**src/rtl/core/u8dp_pkg.sv**
```systemverilog
// Shared types and constants of the UTF-8 decoder with position tracking.
package u8dp_pkg;

	localparam int OFFSET_BITS = 24;
	localparam int CP_W        = 21;
	localparam int OUT_OFF_W   = 24;
	localparam int POS_W       = 16;
	localparam int FIFO_DEPTH  = 4;
	localparam int FIFO_IDX_W  = $clog2(FIFO_DEPTH);
	localparam int FIFO_CNT_W  = $clog2(FIFO_DEPTH + 1);

	localparam logic [POS_W-1:0] POS_ONE = POS_W'(1);
	localparam logic [POS_W-1:0] POS_MAX = '1;

	localparam logic [CP_W-1:0] CP_NEWLINE = CP_W'(10);
	localparam logic [CP_W-1:0] CP_MIN2    = CP_W'(32'h80);
	localparam logic [CP_W-1:0] CP_MIN3    = CP_W'(32'h800);
	localparam logic [CP_W-1:0] CP_MIN4    = CP_W'(32'h10000);
	localparam logic [CP_W-1:0] CP_MAX     = CP_W'(32'h10FFFF);
	localparam logic [CP_W-1:0] SURR_LO    = CP_W'(32'hD800);
	localparam logic [CP_W-1:0] SURR_HI    = CP_W'(32'hDFFF);

	localparam logic [2:0] LEN_NONE  = 3'd0;
	localparam logic [2:0] LEN_TWO   = 3'd2;
	localparam logic [2:0] LEN_THREE = 3'd3;
	localparam logic [2:0] LEN_FOUR  = 3'd4;

	typedef enum logic [1:0] {
		KIND_VALID = 2'd0,
		KIND_ERROR = 2'd1,
		KIND_END   = 2'd2
	} kind_t;

	typedef struct packed {
		logic [CP_W-1:0]      cp;
		kind_t                kind;
		logic [OUT_OFF_W-1:0] start;
	} result_t;

	typedef struct packed {
		logic    pair;
		result_t first;
		result_t second;
	} entry_t;

	typedef struct packed {
		logic full;
		logic empty;
	} fifo_status_t;

endpackage

```
**src/rtl/core/u8dp_front.sv**
```systemverilog
// Front end: accept bytes, decode UTF-8 sequences, form result entries.
module u8dp_front import u8dp_pkg::*; (
	input  logic         clk,
	input  logic         arst_n,
	input  logic         in_valid,
	output logic         in_ready,
	input  logic [7:0]   data_byte,
	input  logic         end_of_input,
	input  fifo_status_t fifo_status,
	output logic         push,
	output entry_t       push_entry
);

	logic [CP_W-1:0]        acc_q, acc_d;
	logic [1:0]             pend_q, pend_d;
	logic [2:0]             len_q, len_d;
	logic [OFFSET_BITS-1:0] cnt_q, cnt_d;
	logic [OFFSET_BITS-1:0] sstart_q, sstart_d;

	logic            lead_emit;
	result_t         lead_res;
	logic [CP_W-1:0] lead_acc;
	logic [1:0]      lead_pend;
	logic [2:0]      lead_len;
	logic [CP_W-1:0] acc_next;
	logic            fire;
	logic            emit0;
	logic            emit1;
	result_t         r0;
	result_t         r1;

	function automatic result_t mk_res(logic [CP_W-1:0] cp, kind_t kind,
			logic [OFFSET_BITS-1:0] start);
		result_t r;
		r.cp    = cp;
		r.kind  = kind;
		r.start = OUT_OFF_W'(start);
		return r;
	endfunction

	function automatic logic value_ok(logic [CP_W-1:0] v, logic [2:0] len);
		logic ok;
		case (len)
			LEN_TWO:   ok = (v >= CP_MIN2);
			LEN_THREE: ok = (v >= CP_MIN3) && ((v < SURR_LO) || (v > SURR_HI));
			LEN_FOUR:  ok = (v >= CP_MIN4) && (v <= CP_MAX);
			default:   ok = 1'b0;
		endcase
		return ok;
	endfunction

	assign in_ready = !fifo_status.full;
	assign fire     = in_valid && in_ready;
	assign acc_next = {acc_q[CP_W-7:0], data_byte[5:0]};

	always_comb begin
		lead_emit = 1'b0;
		lead_res  = mk_res('0, KIND_ERROR, cnt_q);
		lead_acc  = '0;
		lead_pend = 2'd0;
		lead_len  = LEN_NONE;
		unique casez (data_byte)
			8'b0???????: begin
				lead_emit = 1'b1;
				lead_res  = mk_res(CP_W'(data_byte), KIND_VALID, cnt_q);
			end
			8'b110?????: begin
				lead_acc  = CP_W'(data_byte[4:0]);
				lead_pend = 2'd1;
				lead_len  = LEN_TWO;
			end
			8'b1110????: begin
				lead_acc  = CP_W'(data_byte[3:0]);
				lead_pend = 2'd2;
				lead_len  = LEN_THREE;
			end
			8'b11110???: begin
				lead_acc  = CP_W'(data_byte[2:0]);
				lead_pend = 2'd3;
				lead_len  = LEN_FOUR;
			end
			default: begin
				lead_emit = 1'b1;
			end
		endcase
	end

	always_comb begin
		acc_d    = acc_q;
		pend_d   = pend_q;
		len_d    = len_q;
		cnt_d    = cnt_q;
		sstart_d = sstart_q;
		emit0    = 1'b0;
		emit1    = 1'b0;
		r0       = mk_res('0, KIND_END, cnt_q);
		r1       = mk_res('0, KIND_END, cnt_q);
		if (end_of_input) begin
			emit0 = 1'b1;
			if (pend_q != 2'd0) begin
				r0     = mk_res('0, KIND_ERROR, sstart_q);
				emit1  = 1'b1;
				pend_d = 2'd0;
				len_d  = LEN_NONE;
				acc_d  = '0;
			end
		end else begin
			cnt_d = cnt_q + OFFSET_BITS'(1);
			if (pend_q != 2'd0 && data_byte[7:6] == 2'b10) begin
				acc_d  = acc_next;
				pend_d = pend_q - 2'd1;
				if (pend_q == 2'd1) begin
					emit0 = 1'b1;
					r0    = value_ok(acc_next, len_q) ?
						mk_res(acc_next, KIND_VALID, sstart_q) :
						mk_res('0, KIND_ERROR, sstart_q);
					len_d = LEN_NONE;
					acc_d = '0;
				end
			end else if (pend_q != 2'd0) begin
				emit0    = 1'b1;
				r0       = mk_res('0, KIND_ERROR, sstart_q);
				emit1    = lead_emit;
				r1       = lead_res;
				sstart_d = cnt_q;
				acc_d    = lead_acc;
				pend_d   = lead_pend;
				len_d    = lead_len;
			end else begin
				emit0    = lead_emit;
				r0       = lead_res;
				sstart_d = cnt_q;
				acc_d    = lead_acc;
				pend_d   = lead_pend;
				len_d    = lead_len;
			end
		end
	end

	assign push              = fire && emit0;
	assign push_entry.pair   = emit1;
	assign push_entry.first  = r0;
	assign push_entry.second = r1;

	always_ff @(posedge clk or negedge arst_n) begin
		if (!arst_n) begin
			acc_q    <= '0;
			pend_q   <= 2'd0;
			len_q    <= LEN_NONE;
			cnt_q    <= '0;
			sstart_q <= '0;
		end else if (fire) begin
			acc_q    <= acc_d;
			pend_q   <= pend_d;
			len_q    <= len_d;
			cnt_q    <= cnt_d;
			sstart_q <= sstart_d;
		end
	end

endmodule

```
**src/rtl/core/u8dp_fifo.sv**
```systemverilog
// Short queue of decoded result entries between front and back end.
module u8dp_fifo import u8dp_pkg::*; (
	input  logic         clk,
	input  logic         arst_n,
	input  logic         push,
	input  entry_t       push_entry,
	input  logic         pop,
	output entry_t       head,
	output fifo_status_t status
);

	entry_t                slot_q [FIFO_DEPTH];
	logic [FIFO_IDX_W-1:0] wr_q;
	logic [FIFO_IDX_W-1:0] rd_q;
	logic [FIFO_CNT_W-1:0] cnt_q;
	logic                  do_push;
	logic                  do_pop;

	function automatic logic [FIFO_IDX_W-1:0] bump(logic [FIFO_IDX_W-1:0] p);
		return (p == FIFO_IDX_W'(FIFO_DEPTH - 1)) ? '0 : p + FIFO_IDX_W'(1);
	endfunction

	assign status.full  = (cnt_q == FIFO_CNT_W'(FIFO_DEPTH));
	assign status.empty = (cnt_q == '0);
	assign do_push      = push && !status.full;
	assign do_pop       = pop && !status.empty;
	assign head         = slot_q[rd_q];

	always_ff @(posedge clk) begin
		if (do_push) begin
			slot_q[wr_q] <= push_entry;
		end
	end

	always_ff @(posedge clk or negedge arst_n) begin
		if (!arst_n) begin
			wr_q  <= '0;
			rd_q  <= '0;
			cnt_q <= '0;
		end else begin
			if (do_push) begin
				wr_q <= bump(wr_q);
			end
			if (do_pop) begin
				rd_q <= bump(rd_q);
			end
			if (do_push && !do_pop) begin
				cnt_q <= cnt_q + FIFO_CNT_W'(1);
			end else if (do_pop && !do_push) begin
				cnt_q <= cnt_q - FIFO_CNT_W'(1);
			end
		end
	end

endmodule

```
**src/rtl/core/u8dp_back.sv**
```systemverilog
// Back end: issue results one per cycle while the receiver accepts them, track row and column, drive output register.
module u8dp_back import u8dp_pkg::*; (
	input  logic                 clk,
	input  logic                 arst_n,
	input  entry_t               head,
	input  fifo_status_t         fifo_status,
	output logic                 pop,
	output logic                 out_valid,
	input  logic                 out_ready,
	output logic [CP_W-1:0]      code_point,
	output logic [1:0]           kind,
	output logic [OUT_OFF_W-1:0] start_offset,
	output logic [POS_W-1:0]     row,
	output logic [POS_W-1:0]     column,
	output logic                 last
);

	logic                 valid_q;
	logic                 sel_q;
	logic [POS_W-1:0]     row_q;
	logic [POS_W-1:0]     col_q;
	logic [CP_W-1:0]      cp_q;
	kind_t                kind_q;
	logic [OUT_OFF_W-1:0] start_q;
	logic [POS_W-1:0]     row_out_q;
	logic [POS_W-1:0]     col_out_q;
	logic                 last_q;
	logic                 load;
	result_t              cur;
	logic                 cur_last;
	logic                 is_newline;

	assign load       = !fifo_status.empty && (!valid_q || out_ready);
	assign cur        = sel_q ? head.second : head.first;
	assign cur_last   = !head.pair || sel_q;
	assign pop        = load && cur_last;
	assign is_newline = (cur.kind == KIND_VALID) && (cur.cp == CP_NEWLINE);

	always_ff @(posedge clk or negedge arst_n) begin
		if (!arst_n) begin
			valid_q <= 1'b0;
			sel_q   <= 1'b0;
			row_q   <= POS_ONE;
			col_q   <= POS_ONE;
		end else begin
			if (load) begin
				valid_q <= 1'b1;
				sel_q   <= !cur_last;
				if (is_newline) begin
					if (row_q != POS_MAX) begin
						row_q <= row_q + POS_ONE;
					end
					col_q <= POS_ONE;
				end else if (cur.kind != KIND_END && col_q != POS_MAX) begin
					col_q <= col_q + POS_ONE;
				end
			end else if (out_ready) begin
				valid_q <= 1'b0;
			end
		end
	end

	always_ff @(posedge clk) begin
		if (load) begin
			cp_q      <= cur.cp;
			kind_q    <= cur.kind;
			start_q   <= cur.start;
			row_out_q <= row_q;
			col_out_q <= col_q;
			last_q    <= cur_last;
		end
	end

	assign out_valid    = valid_q;
	assign code_point   = cp_q;
	assign kind         = kind_q;
	assign start_offset = start_q;
	assign row          = row_out_q;
	assign column       = col_out_q;
	assign last         = last_q;

endmodule

```
**src/rtl/core/utf8_decoder_with_position.sv**
```systemverilog
// Top level of the UTF-8 decoder with byte offset, row and column tracking.
// Input channel: one request per byte (data_byte), or an end marker
// (end_of_input high, data_byte ignored). Output channel: one request per
// result: a code point, an encoding error, or an end-of-input result, each
// with start_offset, row and column; last marks the final result of a byte.
// A byte yields zero, one or two results; an end marker one or two.
// Each result passes through the queue and then the output register.
// Throughput: one byte per cycle while the queue is not full, set by the
// combinational decode in the front end; a byte with two results issues
// them to the output one after the other, as the receiver accepts them.
// A four-entry queue sits between decoder and output stage; when the
// receiver stalls, results wait there and in the output register, and
// in_ready drops once the queue is full.
// Reset clears the decode state, offset to zero, row and column to one,
// and empties the queue and output register.
module utf8_decoder_with_position import u8dp_pkg::*; (
	input  logic                 clk,
	input  logic                 arst_n,
	input  logic                 in_valid,
	output logic                 in_ready,
	input  logic [7:0]           data_byte,
	input  logic                 end_of_input,
	output logic                 out_valid,
	input  logic                 out_ready,
	output logic [CP_W-1:0]      code_point,
	output logic [1:0]           kind,
	output logic [OUT_OFF_W-1:0] start_offset,
	output logic [POS_W-1:0]     row,
	output logic [POS_W-1:0]     column,
	output logic                 last
);

	fifo_status_t fifo_status;
	logic         push;
	entry_t       push_entry;
	logic         pop;
	entry_t       head;

	u8dp_front u_front (
		.clk         (clk),
		.arst_n      (arst_n),
		.in_valid    (in_valid),
		.in_ready    (in_ready),
		.data_byte   (data_byte),
		.end_of_input(end_of_input),
		.fifo_status (fifo_status),
		.push        (push),
		.push_entry  (push_entry)
	);

	u8dp_fifo u_fifo (
		.clk       (clk),
		.arst_n    (arst_n),
		.push      (push),
		.push_entry(push_entry),
		.pop       (pop),
		.head      (head),
		.status    (fifo_status)
	);

	u8dp_back u_back (
		.clk         (clk),
		.arst_n      (arst_n),
		.head        (head),
		.fifo_status (fifo_status),
		.pop         (pop),
		.out_valid   (out_valid),
		.out_ready   (out_ready),
		.code_point  (code_point),
		.kind        (kind),
		.start_offset(start_offset),
		.row         (row),
		.column      (column),
		.last        (last)
	);

endmodule

```
**config.mk**
```make
export PLATFORM = sky130hd
export DESIGN_NAME = utf8_decoder_with_position
export DESIGN_NICKNAME = d
export VERILOG_FILES = /design/src/rtl/core/u8dp_pkg.sv /design/src/rtl/core/u8dp_front.sv /design/src/rtl/core/u8dp_fifo.sv /design/src/rtl/core/u8dp_back.sv /design/src/rtl/core/utf8_decoder_with_position.sv
export SDC_FILE = /design/constraint.sdc
export NUM_CORES = 1
export LEC_CHECK = 0
export ABC_AREA = 1
export ABC_CLOCK_PERIOD_IN_PS = 10800
export BUFFER_PORTS_ARGS = -buffer_cell sky130_fd_sc_hd__buf_4
export CORE_UTILIZATION = 38
export CTS_CLUSTER_SIZE = 16
export DETAILED_ROUTE_END_ITERATION = 7
export PLACE_DENSITY = 0.53
export SYNTH_ARGS = -nofsm -noshare
export SYNTH_HDL_FRONTEND = slang
export SYNTH_SLANG_ARGS = --single-unit
```
**constraint.sdc**
```tcl
create_clock -name clk -period 10.8 [get_ports clk]
set_input_delay 2.16 -clock clk [delete_from_list [all_inputs] [get_ports clk]]
set_output_delay 2.16 -clock clk [all_outputs]
set_load 0.005 [all_outputs]
```
# == Yosys cells after proc, flatten, opt, wreduce, memory -nomap -nowiden ==
# Memory sizes are Yosys's and may differ from the RTL's.
# Index checks and enable logic that the tools add are counted.
# totals
ff_bits,189
ramBits,380
inputBits,13
word_cells,136
n_memories,1
# classes
addsub,8
magnitude_cmp,6
eq_ne,17
n_mux,48
bitwise_logic,2
reduce_logical,36
# memory_table
name,words,width,read_ports,rd_ports_with_merged_regs,write_ports,line,text
u_fifo.slot_q,4,95,1,0,1,u8dp_fifo.sv:12,entry_t slot_q [FIFO_DEPTH];
# op_table
op,n
$mux 47,7
$mux 33,3
$mux 15,4
$add 16x1->16 const B,2
$mux 16,2
$ne 16x16->1 const B,2
$mux 26,1
$add 24x1->24 const B,1
$eq 21x4->1 const B,1
$ge 21x12->1 const B,1
$ge 21x17->1 const B,1
$ge 21x8->1 const B,1
$gt 21x16->1 const B,1
$le 21x21->1 const B,1
$lt 21x16->1 const B,1
$mux 3,6
$mux 1,16
$pmux 5 s3,1
$logic_and 1x1->1,13
$mux 2,5
$eq 3x3->1 const B,3
$pmux 3 s3,1
$reduce_and 3->1,3
$reduce_bool 2->1,4
21 further kinds,36

# == Longest topological paths before layout ==
# depth
ltp_word,12
depth_mapped,18

# == Cells and area by module ==
# Synthesis repeated with hierarchy kept, for this count alone.
# unflattened
hier_cells,2303
hier_area_um2,25259.2
# modules_own_cells
module,instances,cells_per_inst,area_per_inst_um2,seq_area_each_um2
u8dp_fifo,1,1170,15748.9,11586.1
u8dp_back,1,588,5363.9,3255.6
u8dp_front,1,545,4146.5,1701.6

# == Least setup slack after synthesis ==
# OpenSTA, ideal clock, no wires.
# synth_path
path_kind,input to register
start,input data_byte[7]
end,"memory u_fifo.slot_q[0][0] (netlist bit), enable pin"
setup_ps,521
t_arrival_ps,6711
required_time_ps,10279
setup_slack_ps,3568
path_stages,10
cell_sequence,inv_1 -> nor2_1 -> inv_1 -> nor2_1 -> inv_1 -> nor2_1 -> nor2_1 -> a31oi_1 -> inv_1 -> nor2_1
# synth_via
elab_chain_len,10
elab_cells_between_ends,14
# synth_rtl
element,line,text
from (decl),utf8_decoder_with_position.sv:21,"input logic [7:0] data_byte,"
$eq 5x5->1 (tied with other cells),u8dp_front.sv:62,unique casez (data_byte)
$reduce_or 3->1 (no source line),n/a,
$mux 1,u8dp_front.sv:62,
$mux 1,u8dp_front.sv:120,end else if (pend_q != 2'd0) begin
$mux 1 *,u8dp_front.sv:109,if (pend_q != 2'd0 && data_byte[7:6] == 2'b10) begin
$mux 1 *,u8dp_front.sv:98,if (end_of_input) begin
$logic_and 1x1->1 *,u8dp_front.sv:140,assign push = fire && emit0;
$logic_and 1x1->1 *,u8dp_fifo.sv:25,assign do_push = push && !status.full;
via u_fifo.do_push,u8dp_fifo.sv:16,logic do_push;
$mux 1 *,u8dp_fifo.sv:30,if (do_push) begin
$mux 1 (not written as such) *,u8dp_fifo.sv:31,slot_q[wr_q] <= push_entry;
to (decl),u8dp_fifo.sv:12,
# The timed path passes the listed nets; every way through them passes the cells marked *.

# == Worst setup path after layout ==
# layout_path
start,input data_byte[7]
end,"memory u_fifo.slot_q[1][93] (netlist bit), enable pin"
# Same word-level chain as after synthesis.

==> results.py <==
metrics = {
    "global_route": {
        "antenna_found_initial": 1,
        "grt_max_degree": 83,
        "grt_pass1_wl_um": 77800,
        "grt_pass1_vias": 13483,
        "grtUsageTotal_pct": 17.6,
        "grt_remaining_overflow": 0,
    },
    "clock_tree": {
        "cts-buffers-inserted": 55,
        "cts_setup_buffers": 0,
        "ctsResizeCount": 0,
        "cts_max_level": 2,
        "clkTransAtPathRegs_ps": 60,
        "clock-sinks": 513,
        "hold_buffers": 0,
        "tritoncts": "built",
        "root_buffer": "clkbuf_16",
        "clk_latency_ps": 600,
        "clockBufferDepth": 3,
    },
    "sta": {
        "min_period_ps": 5490,
        "fin_worst_skew_ps": 19.1,
        "tightest_slew_ps": 1080,
        "worst_slack_ps": 5310,
        "rsz0062_at_grt": "no",
        "hold_viol": 0,
        "fmax_mhz": 182,
        "final.period_utilization_pct": 50.9,
        "relSlewSlack_pct": 27.8,
        "setup_viol": 0,
        "setup-tns-final_ps": 0,
        "finalMaxSlewViolations": 0,
    },
    "setup_path": {
        "slowest_delay_ps": 730,
        "crit_fanout": 49,
        "crit_chain": "buf_4, inv_1, nor2_1, inv_1, nor2_1, inv_1, nor2_1, nor2_1, a31oi_1, inv_1, nor2_4, buf_4, buf_4",
        "critPathArrivalTime_ps": 5710,
        "critPathCaptureType": "flop",
        "criticalPathCategory": "input port to flop",
        "critPathSlowestCell": "buf_4",
        "startpoint_type": "input port",
        "required_ps": 11020,
    },
    "cells_and_area": {
        "diodes": 0,
        "fin_cells": 2838,
        "fin_nets": 2072,
        "layout_commonest_cell": "edfxtp_1",
        "mostFrequentLayoutCells": "edfxtp_1 (404), nand2_1 (389), nor2_1 (273), inv_1 (200), o21ai_0 (146)",
        "stdcell_area_um2": 24700,
        "drive_gt1_share_pct": 10.9,
        "area_growth_pct": 15.0,
    },
    "die": {
        "start_util_pct": 38.7,
        "num_rows": 86,
        "die_h_um": 240,
        "core_region_area_um2": 55400,
        "die_x_um": 240,
        "die_area_um2": 57400,
        "io_pins": 95,
    },
    "synth": {
        "async_flop_share_pct": 21.2,
        "synth_cell_types": 38,
        "synth_ff_type": "edfxtp_1",
        "synth.yosys.seq_area_share_pct": 69.3,
        "syn_area_um2": 21400,
        "synth_cells": 1959,
        "synth_edf_count": 404,
        "syn-num-nets": 1984,
        "ys_warn_count": 0,
        "avgSynthCellArea_um2": 10.9,
        "ys_seq_elements": 513,
    },
    "placement": {
        "placed_area_um2": 22900,
        "io_buffers": 94,
        "dp.cells": 2738,
        "gp_congestion": 0.904,
        "dpl.hpwl_um": 29000,
        "post-place-ws_ps": 4790,
    },
    "pwr": {
        "p_total_mw": 6.85,
        "ir_drop_mv": 0.130,
        "leakagePower_nw": 9.82,
        "power_frac_seq_pct": 43.4,
        "switchingPower_mw": 2.38,
        "power_density_nw_per_um2": 278,
        "p_comb_share_pct": 29.5,
        "p_int_mw": 4.48,
        "p_clk_share_pct": 27.2,
        "swShare_pct": 34.7,
    },
    "route": {
        "wl_um": 49600,
        "dr_total_vias": 14071,
        "dr.pass1.iters": 6,
        "drc": 0,
        "antenna_left": 0,
        "viasPerCell": 4.96,
        "wl_per_cell_um": 17.5,
        "drtIter0Drc": 1099,
    },
    "run": {
        "maxCapViolations": 0,
    },
    "worst_hold_path": {
        "min_path_type": "flop to flop",
    },
    "status": {
        "status": "complete, no violations",
    },
}
[power by group through the flow]
stage / registers (mW) / logic [mW] / clock network (mW)
after global routing: 3.02 / 2.29 / 1.98
after CTS: 2.98 / 2.06 / 1.91
after floorplan: 2.97 / 1.32 / 0
final: 2.97 / 2.02 / 1.86
after detailed placement: 3.01 / 2.05 / 0
after global placement: 3.01 / 2.03 / 0
[state kept, by name (all words and copies together) (netlist names)]
signal and cells:
u_fifo.slot_q 324, u_back.start_offset 24, u_front.cnt_q 24, u_front.sstart_q 24
u_back.code_point 21, u_back.col_q 16, u_back.column 16, u_back.row 16
u_back.row_q 16, u_front.acc_q 15, u_fifo.cnt_q 3, u_front.len_q 3
u_back.kind 2, u_fifo.rd_q 2, u_fifo.wr_q 2, u_front.pend_q 2
u_back.last 1, u_back.out_valid 1, u_back.sel_q 1
[Yosys cell counts, drive strengths merged, types with 6 or more instances]
library cell | number | area share [%]
nor2 | 283 | 5.0
a21oi | 42 | 0.98
xor2 | 32 | 1.3
xnor2 | 6 | 0.24
nor4 | 8 | 0.23
a31oi | 32 | 0.96
nor3 | 31 | 0.77
buf | 35 | 1.0
inv | 204 | 3.6
nand2 | 391 | 6.9
dfrtp | 107 | 12
nand3 | 90 | 2.2
o22ai | 41 | 1.2
o21ai | 148 | 3.5
clkbuf | 49 | 0.86
edfxtp | 404 | 57
ha | 11 | 0.64
nand4 | 32 | 0.93
[path summary, 6_finish.rpt]
path,start,end,slack (ps),cells past startpoint
worst min register to register,u_back.col_q[15]$_DFFE_PN0P_,u_back.column[15]$_DFFE_PP_,440,0
max in group asynchronous,arst_n,u_fifo.rd_q[0]$_DFFE_PN0P_,7760,2
worst max-delay path,data_byte[7],u_fifo.slot_q[1][93]$_DFFE_PP_,5310,13
min in group asynchronous,arst_n,u_back.row_q[1]$_DFFE_PN0P_,1650,1
worst min-delay path,u_back.col_q[15]$_DFFE_PN0P_,u_back.column[15]$_DFFE_PP_,440,0
worst max register to register,u_fifo.rd_q[0]$_DFFE_PN0P_,u_back.row_q[1]$_DFFE_PN0P_,6460,15
[kinds of logic (layout without fill, tap and decap cells)]
family | count (synthesis) | count (layout) | share of synthesized area (%)
compound gates | 266 | 266 | 6.70
flops | 513 | 513 | 69.3
mux | 2 | 2 | 0.105
simple gates | 839 | 839 | 16.1
buf+inv | 289 | 420 | 5.48
xor+xnor | 38 | 38 | 1.55
fa+ha+maj | 12 | 12 | 0.735
[worst max-delay path: cells and delay by family]
family          cells  cell delay, ps
buf+inv             7            1900
simple gates        5            1050
compound gates      1             540
[cell type report]
| class | count | area (um2) |
|---|---|---|
| Fill cell | 5134 | 30700 |
| Sequential cell | 513 | 14900 |
| Multi-Input combinational cell | 1157 | 5450 |
| Clock buffer | 76 | 1570 |
| Tap cell | 748 | 936 |
| Timing Repair Buffer | 115 | 863 |
| Inverter | 205 | 772 |
| Clock inverter | 24 | 220 |
[layer usage]
metal / global-route usage (%) / wire, um
met3: 2.70 / 2150
met2: 28.6 / 23300
met1: 24.1 / 23000
met4: 5.65 / 1240
met5: 0 / 9
[metrics by stage]
stage / util [%] / hold WS (ps)
global route: 44.5 / 462
floorplan: - / 423
CTS: 44.5 / 449
detailed placement: 41.3 / 433
finish: 44.5 / 445
global placement: 41.3 / 437
(Power assumes the default switching activity.)
